$ cat config.mk
export PLATFORM = sky130hd
export DESIGN_NAME = accel_peak_step_detector_core_flat
export DESIGN_NICKNAME = d
export VERILOG_FILES = /design/src/sv/aps_pkg.sv /design/src/sv/aps_if.sv /design/src/sv/aps_front.sv /design/src/sv/aps_fifo.sv /design/src/sv/aps_back.sv /design/src/sv/accel_peak_step_detector_core.sv /design/src/flat_wrapper.sv
export SDC_FILE = /design/constraint.sdc
export NUM_CORES = 2
export LEC_CHECK = 0
export BUFFER_PORTS_ARGS = -buffer_cell sky130_fd_sc_hd__buf_2
export CORE_MARGIN = 1
export CORE_UTILIZATION = 45
export DETAILED_ROUTE_END_ITERATION = 7
export PLACE_DENSITY = 0.62
export SETUP_SLACK_MARGIN = 0.4
export SYNTH_ARGS = -nofsm -noshare
export SYNTH_HDL_FRONTEND = slang
export SYNTH_SLANG_ARGS = --single-unit
$ cat constraint.sdc
create_clock -name clock -period 29.4 [get_ports clock]
set_clock_uncertainty 0.2 [all_clocks]
set_input_delay 1.47 -clock clock [delete_from_list [all_inputs] [get_ports clock]]
set_output_delay 1.47 -clock clock [all_outputs]
set_load 0.03 [all_outputs]
$ cat src/sv/aps_pkg.sv
`default_nettype none

package aps_pkg;

   // Register indexes on the control port
   localparam logic [2:0] CSR_PEAK_THRESHOLD = 3'd0;
   localparam logic [2:0] CSR_MIN_STEP_GAP   = 3'd1;
   localparam logic [2:0] CSR_MAX_STEP_GAP   = 3'd2;
   localparam logic [2:0] CSR_RUN_TIMEOUT    = 3'd3;
   localparam logic [2:0] CSR_ENTRY_STEPS    = 3'd4;
   localparam logic [2:0] CSR_BASELINE_GAIN  = 3'd5;

   // Register reset values
   localparam logic [15:0] PEAK_THRESHOLD_RST = 16'd900;
   localparam logic [15:0] MIN_STEP_GAP_RST   = 16'd280;
   localparam logic [15:0] MAX_STEP_GAP_RST   = 16'd1000;
   localparam logic [15:0] RUN_TIMEOUT_RST    = 16'd1400;
   localparam logic [3:0]  ENTRY_STEPS_RST    = 4'd4;
   localparam logic [15:0] BASELINE_GAIN_RST  = 16'd2621;

   // Gravity baseline after reset: 8192.0 in Q16.16
   localparam logic [31:0] BASELINE_RST = 32'd536870912;

   // First trial bit of the square root (1 << 30)
   localparam logic [31:0] ROOT_BIT_START = 32'h4000_0000;

   typedef struct packed {
      logic [15:0] peak_threshold;
      logic [15:0] min_step_gap_ms;
      logic [15:0] max_step_gap_ms;
      logic [15:0] run_timeout_ms;
      logic [3:0]  entry_steps;
      logic [15:0] baseline_gain;
   } cfg_type;

   // Classified sample handed from front to back
   typedef struct packed {
      logic [15:0] magnitude;
      logic [31:0] sample_time_ms;
   } meas_type;

   typedef enum logic [1:0] {
      FRONT_IDLE,
      FRONT_SQUARE,
      FRONT_ROOT,
      FRONT_PUSH
   } front_state_type;

   typedef enum logic [1:0] {
      BACK_IDLE,
      BACK_MUL,
      BACK_BASE,
      BACK_STEP
   } back_state_type;

endpackage

`default_nettype wire

$ cat src/sv/aps_if.sv
`default_nettype none

// Sample channel
interface aps_req_if;
   logic               valid;
   logic               ready;
   logic signed [15:0] accel_x;
   logic signed [15:0] accel_y;
   logic signed [15:0] accel_z;
   logic [31:0]        sample_time_ms;

   modport source (output valid, accel_x, accel_y, accel_z, sample_time_ms, input ready);
   modport sink   (input valid, accel_x, accel_y, accel_z, sample_time_ms, output ready);
endinterface

// Result channel
interface aps_rsp_if;
   logic        valid;
   logic        ready;
   logic [31:0] step_total;
   logic [3:0]  steps_added;
   logic [15:0] magnitude;
   logic        above_peak;

   modport source (output valid, step_total, steps_added, magnitude, above_peak, input ready);
   modport sink   (input valid, step_total, steps_added, magnitude, above_peak, output ready);
endinterface

// Register write channel
interface aps_csr_if;
   logic        valid;
   logic        ready;
   logic [2:0]  index;
   logic [15:0] data;

   modport source (output valid, index, data, input ready);
   modport sink   (input valid, index, data, output ready);
endinterface

`default_nettype wire

$ cat src/sv/aps_front.sv
`default_nettype none

// Front: takes a sample, sums the squared axes with one squarer, then
// extracts the floor square root four bits of trial per cycle.
module aps_front (
   input  logic                clock,
   input  logic                reset,
   aps_req_if.sink             req,
   output logic                meas_valid,
   input  logic                meas_ready,
   output aps_pkg::meas_type   meas
);

   localparam logic [1:0] SQUARE_LAST = 2'd2;
   localparam logic [1:0] ROOT_LAST   = 2'd3;

   aps_pkg::front_state_type state_ff, state_in;

   logic [1:0]         cnt_ff, cnt_in;
   logic signed [15:0] ax_ff, ax_in;
   logic signed [15:0] ay_ff, ay_in;
   logic signed [15:0] az_ff, az_in;
   logic [31:0]        time_ff, time_in;
   logic [31:0]        acc_ff, acc_in;
   logic [31:0]        rem_ff, rem_in;
   logic [31:0]        root_ff, root_in;
   logic [31:0]        bit_ff, bit_in;
   logic [15:0]        mag_ff, mag_in;

   logic signed [31:0] sq;
   logic [31:0]        sum_sq;
   logic [31:0]        rem_step, root_step, bit_step;
   logic               accept;

   assign accept = req.valid && req.ready;

   // One square per cycle; axes rotate through ax_ff
   assign sq     = ax_ff * ax_ff;
   assign sum_sq = acc_ff + unsigned'(sq);

   // Four digit-by-digit root steps
   always_comb begin
      logic [31:0] v;
      logic [31:0] r;
      logic [31:0] b;
      v = rem_ff;
      r = root_ff;
      b = bit_ff;
      for (int i = 0; i < 4; i++) begin
         if ({1'b0, v} >= ({1'b0, r} + {1'b0, b})) begin
            v = v - (r + b);
            r = (r >> 1) + b;
         end else begin
            r = r >> 1;
         end
         b = b >> 2;
      end
      rem_step  = v;
      root_step = r;
      bit_step  = b;
   end

   // Next state
   always_comb begin
      state_in = state_ff;
      case (state_ff)
         aps_pkg::FRONT_IDLE: begin
            if (accept) state_in = aps_pkg::FRONT_SQUARE;
         end
         aps_pkg::FRONT_SQUARE: begin
            if (cnt_ff == SQUARE_LAST) state_in = aps_pkg::FRONT_ROOT;
         end
         aps_pkg::FRONT_ROOT: begin
            if (cnt_ff == ROOT_LAST) state_in = aps_pkg::FRONT_PUSH;
         end
         aps_pkg::FRONT_PUSH: begin
            if (meas_ready) state_in = aps_pkg::FRONT_IDLE;
         end
         default: state_in = aps_pkg::FRONT_IDLE;
      endcase
   end

   // Outputs
   always_comb begin
      req.ready  = 1'b0;
      meas_valid = 1'b0;
      case (state_ff)
         aps_pkg::FRONT_IDLE: req.ready  = 1'b1;
         aps_pkg::FRONT_PUSH: meas_valid = 1'b1;
         default: begin
            req.ready  = 1'b0;
            meas_valid = 1'b0;
         end
      endcase
   end

   assign meas.magnitude      = mag_ff;
   assign meas.sample_time_ms = time_ff;

   // Datapath
   always_comb begin
      cnt_in  = cnt_ff;
      ax_in   = ax_ff;
      ay_in   = ay_ff;
      az_in   = az_ff;
      time_in = time_ff;
      acc_in  = acc_ff;
      rem_in  = rem_ff;
      root_in = root_ff;
      bit_in  = bit_ff;
      mag_in  = mag_ff;
      case (state_ff)
         aps_pkg::FRONT_IDLE: begin
            if (accept) begin
               ax_in   = req.accel_x;
               ay_in   = req.accel_y;
               az_in   = req.accel_z;
               time_in = req.sample_time_ms;
               acc_in  = '0;
               cnt_in  = '0;
            end
         end
         aps_pkg::FRONT_SQUARE: begin
            ax_in  = ay_ff;
            ay_in  = az_ff;
            acc_in = sum_sq;
            cnt_in = cnt_ff + 2'd1;
            if (cnt_ff == SQUARE_LAST) begin
               rem_in  = sum_sq;
               root_in = '0;
               bit_in  = aps_pkg::ROOT_BIT_START;
               cnt_in  = '0;
            end
         end
         aps_pkg::FRONT_ROOT: begin
            rem_in  = rem_step;
            root_in = root_step;
            bit_in  = bit_step;
            cnt_in  = cnt_ff + 2'd1;
            if (cnt_ff == ROOT_LAST) mag_in = root_step[15:0];
         end
         default: begin
            cnt_in = cnt_ff;
         end
      endcase
   end

   always_ff @(posedge clock) begin
      if (reset) begin
         state_ff <= aps_pkg::FRONT_IDLE;
         cnt_ff   <= '0;
      end else begin
         state_ff <= state_in;
         cnt_ff   <= cnt_in;
      end
   end

   always_ff @(posedge clock) begin
      ax_ff   <= ax_in;
      ay_ff   <= ay_in;
      az_ff   <= az_in;
      time_ff <= time_in;
      acc_ff  <= acc_in;
      rem_ff  <= rem_in;
      root_ff <= root_in;
      bit_ff  <= bit_in;
      mag_ff  <= mag_in;
   end

endmodule

`default_nettype wire

$ cat src/sv/aps_fifo.sv
`default_nettype none

// Short queue between front and back
module aps_fifo #(
   parameter int DEPTH = 2
) (
   input  logic              clock,
   input  logic              reset,
   input  logic              in_valid,
   output logic              in_ready,
   input  aps_pkg::meas_type in_data,
   output logic              out_valid,
   input  logic              out_ready,
   output aps_pkg::meas_type out_data
);

   localparam int PTR_W = (DEPTH > 1) ? $clog2(DEPTH) : 1;
   localparam int CNT_W = $clog2(DEPTH + 1);
   localparam logic [PTR_W-1:0] PTR_LAST = PTR_W'(DEPTH - 1);
   localparam logic [CNT_W-1:0] CNT_FULL = CNT_W'(DEPTH);

   aps_pkg::meas_type mem_ff [DEPTH];

   logic [PTR_W-1:0] wr_ptr_ff, wr_ptr_in;
   logic [PTR_W-1:0] rd_ptr_ff, rd_ptr_in;
   logic [CNT_W-1:0] count_ff, count_in;
   logic             push, pop;

   assign in_ready  = (count_ff != CNT_FULL);
   assign out_valid = (count_ff != '0);
   assign out_data  = mem_ff[rd_ptr_ff];
   assign push      = in_valid && in_ready;
   assign pop       = out_valid && out_ready;

   // Pointer and fill bookkeeping
   always_comb begin
      wr_ptr_in = wr_ptr_ff;
      rd_ptr_in = rd_ptr_ff;
      count_in  = count_ff;
      if (push) wr_ptr_in = (wr_ptr_ff == PTR_LAST) ? '0 : wr_ptr_ff + PTR_W'(1);
      if (pop)  rd_ptr_in = (rd_ptr_ff == PTR_LAST) ? '0 : rd_ptr_ff + PTR_W'(1);
      if (push && !pop) count_in = count_ff + CNT_W'(1);
      if (pop && !push) count_in = count_ff - CNT_W'(1);
   end

   always_ff @(posedge clock) begin
      if (reset) begin
         wr_ptr_ff <= '0;
         rd_ptr_ff <= '0;
         count_ff  <= '0;
      end else begin
         wr_ptr_ff <= wr_ptr_in;
         rd_ptr_ff <= rd_ptr_in;
         count_ff  <= count_in;
      end
   end

   always_ff @(posedge clock) begin
      if (push) mem_ff[wr_ptr_ff] <= in_data;
   end

endmodule

`default_nettype wire

$ cat src/sv/aps_back.sv
`default_nettype none

// Back: baseline update, peak detection, rhythm tracking, result register
module aps_back (
   input  logic              clock,
   input  logic              reset,
   input  aps_pkg::cfg_type  cfg,
   input  logic              meas_valid,
   output logic              meas_ready,
   input  aps_pkg::meas_type meas,
   aps_rsp_if.source         rsp
);

   aps_pkg::back_state_type state_ff, state_in;

   logic [15:0]        mag_ff, mag_in;
   logic [31:0]        time_ff, time_in;
   logic signed [49:0] prod_ff, prod_in;
   logic [31:0]        base_ff, base_in;
   logic               in_peak_ff, in_peak_in;
   logic [31:0]        last_ff, last_in;
   logic [3:0]         run_ff, run_in;
   logic [31:0]        count_ff, count_in;

   logic               rsp_valid_ff, rsp_valid_in;
   logic [31:0]        rsp_total_ff, rsp_total_in;
   logic [3:0]         rsp_added_ff, rsp_added_in;
   logic [15:0]        rsp_mag_ff, rsp_mag_in;
   logic               rsp_peak_ff, rsp_peak_in;

   logic [31:0]        m;
   logic signed [32:0] diff;
   logic signed [16:0] gain_s;
   logic signed [49:0] prod;
   logic signed [34:0] nb_sum;
   logic [31:0]        nb_clamped;
   logic signed [33:0] dev;
   logic signed [33:0] thr_open, thr_close;
   logic [31:0]        gap;
   logic [3:0]         entry;
   logic [3:0]         run_eff;
   logic [3:0]         run_next;
   logic               enter, leave, in_window;
   logic [3:0]         added;
   logic               out_free, pop;

   assign pop      = meas_valid && meas_ready;
   assign out_free = !rsp_valid_ff || rsp.ready;

   // Q16.16 magnitude and gain product
   assign m      = {mag_ff, 16'h0000};
   assign diff   = $signed({1'b0, m}) - $signed({1'b0, base_ff});
   assign gain_s = $signed({1'b0, cfg.baseline_gain});
   assign prod   = gain_s * diff;

   // New baseline: old baseline plus floor of product / 65536, kept within 32 bits
   assign nb_sum = $signed({3'b000, base_ff}) + 35'(prod_ff >>> 16);
   always_comb begin
      if (nb_sum < 0)                  nb_clamped = '0;
      else if (nb_sum[34:32] != 3'b000) nb_clamped = '1;
      else                             nb_clamped = nb_sum[31:0];
   end

   // Peak hysteresis against the updated baseline
   assign dev       = $signed({2'b00, m}) - $signed({2'b00, base_ff});
   assign thr_open  = $signed({2'b00, cfg.peak_threshold, 16'h0000});
   assign thr_close = $signed({3'b000, cfg.peak_threshold[15:1], 16'h0000});
   assign enter     = !in_peak_ff && (dev > thr_open);
   assign leave     = in_peak_ff && (dev < thr_close);

   // Rhythm run
   assign gap       = time_ff - last_ff;
   assign entry     = (cfg.entry_steps == 4'd0) ? 4'd1 : cfg.entry_steps;
   assign run_eff   = ((run_ff != 4'd0) && (gap > {16'h0000, cfg.run_timeout_ms})) ?
                      4'd0 : run_ff;
   assign in_window = (gap >= {16'h0000, cfg.min_step_gap_ms}) &&
                      (gap <= {16'h0000, cfg.max_step_gap_ms});

   always_comb begin
      run_next = run_eff;
      added    = 4'd0;
      if (enter) begin
         if (in_window) begin
            if (run_eff < entry) begin
               run_next = run_eff + 4'd1;
               if (run_next == entry) added = entry;
            end else begin
               added = 4'd1;
            end
         end else begin
            run_next = 4'd1;
         end
      end
   end

   // Next state
   always_comb begin
      state_in = state_ff;
      case (state_ff)
         aps_pkg::BACK_IDLE: if (meas_valid) state_in = aps_pkg::BACK_MUL;
         aps_pkg::BACK_MUL:  state_in = aps_pkg::BACK_BASE;
         aps_pkg::BACK_BASE: state_in = aps_pkg::BACK_STEP;
         aps_pkg::BACK_STEP: if (out_free) state_in = aps_pkg::BACK_IDLE;
         default:            state_in = aps_pkg::BACK_IDLE;
      endcase
   end

   // Outputs
   always_comb begin
      case (state_ff)
         aps_pkg::BACK_IDLE: meas_ready = 1'b1;
         default:            meas_ready = 1'b0;
      endcase
   end

   assign rsp.valid       = rsp_valid_ff;
   assign rsp.step_total  = rsp_total_ff;
   assign rsp.steps_added = rsp_added_ff;
   assign rsp.magnitude   = rsp_mag_ff;
   assign rsp.above_peak  = rsp_peak_ff;

   // Datapath and detector state
   always_comb begin
      mag_in       = mag_ff;
      time_in      = time_ff;
      prod_in      = prod_ff;
      base_in      = base_ff;
      in_peak_in   = in_peak_ff;
      last_in      = last_ff;
      run_in       = run_ff;
      count_in     = count_ff;
      rsp_valid_in = rsp_valid_ff && !rsp.ready;
      rsp_total_in = rsp_total_ff;
      rsp_added_in = rsp_added_ff;
      rsp_mag_in   = rsp_mag_ff;
      rsp_peak_in  = rsp_peak_ff;
      case (state_ff)
         aps_pkg::BACK_IDLE: begin
            if (pop) begin
               mag_in  = meas.magnitude;
               time_in = meas.sample_time_ms;
            end
         end
         aps_pkg::BACK_MUL:  prod_in = prod;
         aps_pkg::BACK_BASE: base_in = nb_clamped;
         aps_pkg::BACK_STEP: begin
            if (out_free) begin
               run_in = run_next;
               if (enter) begin
                  in_peak_in = 1'b1;
                  last_in    = time_ff;
                  count_in   = count_ff + {28'h0000000, added};
               end else if (leave) begin
                  in_peak_in = 1'b0;
               end
               rsp_valid_in = 1'b1;
               rsp_total_in = enter ? count_ff + {28'h0000000, added} : count_ff;
               rsp_added_in = added;
               rsp_mag_in   = mag_ff;
               rsp_peak_in  = enter ? 1'b1 : (leave ? 1'b0 : in_peak_ff);
            end
         end
         default: begin
            rsp_valid_in = rsp_valid_ff && !rsp.ready;
         end
      endcase
   end

   always_ff @(posedge clock) begin
      if (reset) begin
         state_ff     <= aps_pkg::BACK_IDLE;
         base_ff      <= aps_pkg::BASELINE_RST;
         in_peak_ff   <= 1'b0;
         last_ff      <= '0;
         run_ff       <= '0;
         count_ff     <= '0;
         rsp_valid_ff <= 1'b0;
      end else begin
         state_ff     <= state_in;
         base_ff      <= base_in;
         in_peak_ff   <= in_peak_in;
         last_ff      <= last_in;
         run_ff       <= run_in;
         count_ff     <= count_in;
         rsp_valid_ff <= rsp_valid_in;
      end
   end

   always_ff @(posedge clock) begin
      mag_ff       <= mag_in;
      time_ff      <= time_in;
      prod_ff      <= prod_in;
      rsp_total_ff <= rsp_total_in;
      rsp_added_ff <= rsp_added_in;
      rsp_mag_ff   <= rsp_mag_in;
      rsp_peak_ff  <= rsp_peak_in;
   end

endmodule

`default_nettype wire

$ cat src/sv/accel_peak_step_detector_core.sv
// The front takes one sample at a time and, while results are taken, sets the throughput:
// each sample passes the shared squarer, then the square root unit, then the push into
// the queue. The back overlaps with the front and handles one sample at a time in its
// multiply, baseline and step states.
// Reset (synchronous, active high): empties front, queue and result register,
// loads register defaults, baseline 8192.0, clears peak, run and step total.
`default_nettype none

module accel_peak_step_detector_core #(
   parameter int QUEUE_DEPTH = 2
) (
   input  logic      clock,
   input  logic      reset,
   aps_req_if.sink   req_bus,
   aps_rsp_if.source rsp_bus,
   aps_csr_if.sink   csr_bus
);

   aps_pkg::cfg_type  cfg_ff, cfg_in;
   aps_pkg::meas_type front_meas, queue_meas;
   logic              front_valid, front_ready;
   logic              queue_valid, queue_ready;
   logic [3:0]        entry_eff;

   // Register writes are always taken
   assign csr_bus.ready = 1'b1;

   always_comb begin
      cfg_in = cfg_ff;
      if (csr_bus.valid) begin
         case (csr_bus.index)
            aps_pkg::CSR_PEAK_THRESHOLD: cfg_in.peak_threshold  = csr_bus.data;
            aps_pkg::CSR_MIN_STEP_GAP:   cfg_in.min_step_gap_ms = csr_bus.data;
            aps_pkg::CSR_MAX_STEP_GAP:   cfg_in.max_step_gap_ms = csr_bus.data;
            aps_pkg::CSR_RUN_TIMEOUT:    cfg_in.run_timeout_ms  = csr_bus.data;
            aps_pkg::CSR_ENTRY_STEPS:    cfg_in.entry_steps     = csr_bus.data[3:0];
            aps_pkg::CSR_BASELINE_GAIN:  cfg_in.baseline_gain   = csr_bus.data;
            default:                     cfg_in = cfg_ff;
         endcase
      end
   end

   always_ff @(posedge clock) begin
      if (reset) begin
         cfg_ff.peak_threshold  <= aps_pkg::PEAK_THRESHOLD_RST;
         cfg_ff.min_step_gap_ms <= aps_pkg::MIN_STEP_GAP_RST;
         cfg_ff.max_step_gap_ms <= aps_pkg::MAX_STEP_GAP_RST;
         cfg_ff.run_timeout_ms  <= aps_pkg::RUN_TIMEOUT_RST;
         cfg_ff.entry_steps     <= aps_pkg::ENTRY_STEPS_RST;
         cfg_ff.baseline_gain   <= aps_pkg::BASELINE_GAIN_RST;
      end else begin
         cfg_ff <= cfg_in;
      end
   end

   aps_front u_front (
      .clock      (clock),
      .reset      (reset),
      .req        (req_bus),
      .meas_valid (front_valid),
      .meas_ready (front_ready),
      .meas       (front_meas)
   );

   aps_fifo #(
      .DEPTH (QUEUE_DEPTH)
   ) u_fifo (
      .clock     (clock),
      .reset     (reset),
      .in_valid  (front_valid),
      .in_ready  (front_ready),
      .in_data   (front_meas),
      .out_valid (queue_valid),
      .out_ready (queue_ready),
      .out_data  (queue_meas)
   );

   aps_back u_back (
      .clock      (clock),
      .reset      (reset),
      .cfg        (cfg_ff),
      .meas_valid (queue_valid),
      .meas_ready (queue_ready),
      .meas       (queue_meas),
      .rsp        (rsp_bus)
   );

   assign entry_eff = (cfg_ff.entry_steps == 4'd0) ? 4'd1 : cfg_ff.entry_steps;

   // Front works on one sample at a time
   a_front_busy: assert property (@(posedge clock) disable iff (reset)
      req_bus.valid && req_bus.ready |=> !req_bus.ready)
      else $error("sample beat taken while front busy");

   // Credited steps are none, one or the whole entry run
   a_added_values: assert property (@(posedge clock) disable iff (reset)
      rsp_bus.valid |-> (rsp_bus.steps_added == 4'd0 || rsp_bus.steps_added == 4'd1 ||
                         rsp_bus.steps_added == entry_eff))
      else $error("unexpected steps_added");

   // Steps are only credited on a peak entry
   a_added_in_peak: assert property (@(posedge clock) disable iff (reset)
      rsp_bus.valid && rsp_bus.steps_added != 4'd0 |-> rsp_bus.above_peak)
      else $error("steps credited outside a peak");

endmodule

`default_nettype wire
$ cat src/flat_wrapper.sv
// flat-port wrapper written by rule: the top's interface ports become plain ports
module accel_peak_step_detector_core_flat 
#(
   parameter int QUEUE_DEPTH = 2
)
  (clock, reset, req_bus_valid, req_bus_accel_x, req_bus_accel_y, req_bus_accel_z, req_bus_sample_time_ms, req_bus_ready, rsp_bus_valid, rsp_bus_step_total, rsp_bus_steps_added, rsp_bus_magnitude, rsp_bus_above_peak, rsp_bus_ready, csr_bus_valid, csr_bus_index, csr_bus_data, csr_bus_ready);
  aps_req_if req_bus_i ();
  aps_rsp_if rsp_bus_i ();
  aps_csr_if csr_bus_i ();
  input  logic clock;
  input  logic reset;
  input wire logic [$bits(req_bus_i.valid)-1:0] req_bus_valid;
  input wire logic [$bits(req_bus_i.accel_x)-1:0] req_bus_accel_x;
  input wire logic [$bits(req_bus_i.accel_y)-1:0] req_bus_accel_y;
  input wire logic [$bits(req_bus_i.accel_z)-1:0] req_bus_accel_z;
  input wire logic [$bits(req_bus_i.sample_time_ms)-1:0] req_bus_sample_time_ms;
  output wire logic [$bits(req_bus_i.ready)-1:0] req_bus_ready;
  output wire logic [$bits(rsp_bus_i.valid)-1:0] rsp_bus_valid;
  output wire logic [$bits(rsp_bus_i.step_total)-1:0] rsp_bus_step_total;
  output wire logic [$bits(rsp_bus_i.steps_added)-1:0] rsp_bus_steps_added;
  output wire logic [$bits(rsp_bus_i.magnitude)-1:0] rsp_bus_magnitude;
  output wire logic [$bits(rsp_bus_i.above_peak)-1:0] rsp_bus_above_peak;
  input wire logic [$bits(rsp_bus_i.ready)-1:0] rsp_bus_ready;
  input wire logic [$bits(csr_bus_i.valid)-1:0] csr_bus_valid;
  input wire logic [$bits(csr_bus_i.index)-1:0] csr_bus_index;
  input wire logic [$bits(csr_bus_i.data)-1:0] csr_bus_data;
  output wire logic [$bits(csr_bus_i.ready)-1:0] csr_bus_ready;
  assign req_bus_i.valid = req_bus_valid;
  assign req_bus_i.accel_x = req_bus_accel_x;
  assign req_bus_i.accel_y = req_bus_accel_y;
  assign req_bus_i.accel_z = req_bus_accel_z;
  assign req_bus_i.sample_time_ms = req_bus_sample_time_ms;
  assign req_bus_ready = req_bus_i.ready;
  assign rsp_bus_valid = rsp_bus_i.valid;
  assign rsp_bus_step_total = rsp_bus_i.step_total;
  assign rsp_bus_steps_added = rsp_bus_i.steps_added;
  assign rsp_bus_magnitude = rsp_bus_i.magnitude;
  assign rsp_bus_above_peak = rsp_bus_i.above_peak;
  assign rsp_bus_i.ready = rsp_bus_ready;
  assign csr_bus_i.valid = csr_bus_valid;
  assign csr_bus_i.index = csr_bus_index;
  assign csr_bus_i.data = csr_bus_data;
  assign csr_bus_ready = csr_bus_i.ready;
  accel_peak_step_detector_core #(.QUEUE_DEPTH(QUEUE_DEPTH)) u_core (.clock(clock), .reset(reset), .req_bus(req_bus_i), .rsp_bus(rsp_bus_i), .csr_bus(csr_bus_i));
endmodule
==> results.md <==
* Setup TNS at 0 ps
* Synth Flop Type: edfxtp_1
* Most area-consuming cells after synthesis: fa_1, edfxtp_1, ha_1, inv_1, dfxtp_1
* Row cnt at 148
* Vias in the first global route at 57800
* CTS resizes at 0
* Unique masters post-synth at 118
* Buf/Inv on CP at 5
* Post-route ant nets at 0
* CTS Root Buffer Type: clkbuf_16
* Post-Synth Adder-Cell Area at 0.3502
* Largest family of logic cells by synthesized area: adder cells
* Routed vias/inst at 5.358
* Compound-gate portion of the synthesized area at 0.1046
* Max frequency at 0.04470 GHz
* Hold Crit Depth at 0
* FILL cells at 15370
* FF-to-FF Start: u_core.u_front.bit_ff[14]
* Post-CTS Setup Bufs at 0
* Yosys warns at 0
* R2R depth at 87
* CP Max Fanout at 25
* Worst path top cell family by delay: simple AND/OR/NAND/NOR gates
* Mux contribution to synthesized area at 0.02324
* Gr ovfl total at 0
* Setup-failing EPs final at 0
* Storage element area at 16750 um2
* WL/cell at 20.03 um
* Max-Slew Margin vs Limit at 0.2299
* Die Y at 407.8 um
* Final Hold Vio Count at 0
* Wirelength, routed at 207800 um
* Asr flop ratio synth at 0
* Xor and xnor fraction of the mapped netlist area at 0.06085
* Worst Setup SP: u_core.u_front.bit_ff[14]
* Status: complete, no violations
* Sequential area share after synthesis at 0.2260
* CP Capture Type: register
* Area of the multi-input gates at 50950 um2
* Die area at 166300 um2
* Max Cap Viol at 0
* Hold WC Path Type: reg -> reg
* Critical path class: reg -> reg
* Critical Path AT at 22580 ps
* Initial Utilization at 0.4541
* Worst Path Required at 29610 ps
* Hold_sp: u_core.u_front.time_ff[7]
* DRC at 0
* Total GRT Usage at 0.2531
* Pre-CTS setup slack at 7522 ps
* Nets at 9834
* CTS tree: yes
* Simple-gate area share of the yosys netlist at 0.1469
* CTS Sinks at 623
* Antenna violations before repair at 5
* Largest net degree at the start of global routing at 73
* HPWL Detailed at 164900 um
* Crit path launch type: register
* Worst-Margin Slew at 1145 ps
* Area delta synth->final at 8.209%
* Final worst path period share at 0.7609
* Clock latency on the worst-skew pair at 710 ps
* Commonest cells post-synth: inv_1, nand2_1, ha_1
* Post-synth EDFFs at 427
* First-pass GRT wire length at 329800 um
* Worst path max stage delay at 860 ps
* Max Slew Vio Count at 0
* Fraction of layout cells with a size suffix above 1 at 0.07345
* Cell Area, Synth at 74090 um2
* Total CTS buffers at 76
* # IOs at 160
* Initial DRC count at 3428
* IO buf count at 158
* Avg Synthesized Cell Area at 9.208 um2
* Die W at 407.8 um
* First-pass DRT Iterations at 7
* Core ar. at 163100 um2
* Cells after Synth at 8046
* Final Worst Setup Slack at 7029 ps
* Hold-fix buffers at CTS at 0
* Crit-path slowest cell: nand2_1
* Area leader, netlist: fa_1
* H-tree depth at 3
* Final min period at 22370 ps
* Top-area cell type share of the netlist area at 0.2145
* RD Place Congestion at 0.9305
* Synth Register Bits at 623
* Worst-path clk slew at 60 ps
* Clk buf depth at 3
* RSZ-0062 raised after global routing: no
* Stages on the worst setup path at 87
* Routed vias at 55590
* Most common cell in the synthesized netlist: inv_1
==> cell type report <==
type | count | area share
diodes | 4 | 0.0001249
clock buffers | 95 | 0.02591
clock inverters | 46 | 0.007725
inverters | 1464 | 0.06854
multi-input cells | 5709 | 0.6355
flip-flops and latches | 623 | 0.2089
well taps | 2175 | 0.03394
repair buffers | 259 | 0.01935
==> per-layer routing <==
metal | up-vias | global-route usage | wire, um
met5 | - | 0 | 0
met4 | 0 | 0.09262 | 7777
met3 | 324 | 0.02469 | 9408
met2 | 1318 | 0.4406 | 103100
met1 | 27590 | 0.3250 | 87570
li1 | 26360 | - | -
==> registers in the layout (all words and copies together) (netlist names), 32 cells and up <==
name / flops
u_core.u_fifo.mem_ff: 96
u_core.cfg_ff: 84
u_core.u_back.prod_ff: 34
u_core.u_back.base_ff: 32
u_core.u_back.count_ff: 32
u_core.u_back.last_ff: 32
u_core.u_back.rsp.step_total: 32
u_core.u_back.time_ff: 32
u_core.u_front.acc_ff: 32
u_core.u_front.rem_ff: 32
u_core.u_front.root_ff: 32
u_core.u_front.time_ff: 32
==> kinds of logic after synthesis <==
family,Yosys count
AO/OA/AOI/OAI,1166
flip-flops,623
other,2
buffers and inverters,1716
adder cells (fa/ha/maj),1597
XOR/XNOR,507
AND/OR/NAND/NOR,2276
multiplexers,159
==> path summary, 6_finish.rpt <==
check | slack (ps) | end
setup / recovery | 7030 | u_core.u_front.root_ff[29]
hold / removal | 240 | u_core.u_fifo.mem_ff[1][7]
setup reg to reg | 7030 | u_core.u_front.root_ff[29]
hold reg to reg | 240 | u_core.u_fifo.mem_ff[1][7]
==> stage by stage <==
step / hold WS (ps) / utilization / cell area, um2 / instances
6_report: 238.4 / 0.4914 / 80170 / 10380
5_1_grt: 259.5 / 0.4914 / 80160 / 10370
2_1_floorplan: 221.5 / - / 74100 / 8048
4_1_cts: 237.8 / 0.4914 / 80160 / 10370
3_3_place_gp: 223.1 / 0.4748 / 77460 / 10230
3_5_place_dp: 229.8 / 0.4748 / 77460 / 10230
==> layout by cell type, fill, tap and decap left out, drive strengths merged, types with 15 or more instances in the layout <==
cell type	Yosys	layout
a211oi	39	39
a21boi	28	28
a21o	121	121
a21oi	366	366
a221o	22	22
a31oi	51	51
a41oi	15	15
and2	319	319
and3	51	51
and4	19	19
buf	56	259
clkbuf	196	95
clkinv	3	29
dfxtp	196	196
edfxtp	427	427
fa	794	794
ha	803	803
inv	1461	1464
mux2	95	95
mux2i	64	64
nand2	874	874
nand2b	75	75
nand3	140	140
nand4	59	59
nor2	439	439
nor2b	69	69
nor3	98	98
nor4	26	26
o211ai	45	45
o21a	48	48
o21ai	231	231
o21bai	41	41
o31ai	23	23
or2	24	24
or3	44	44
xnor2	346	346
xor2	161	161
Power is not shown: default switching activity piles up to over one toggle a cycle in this logic, so the estimate is an artifact.
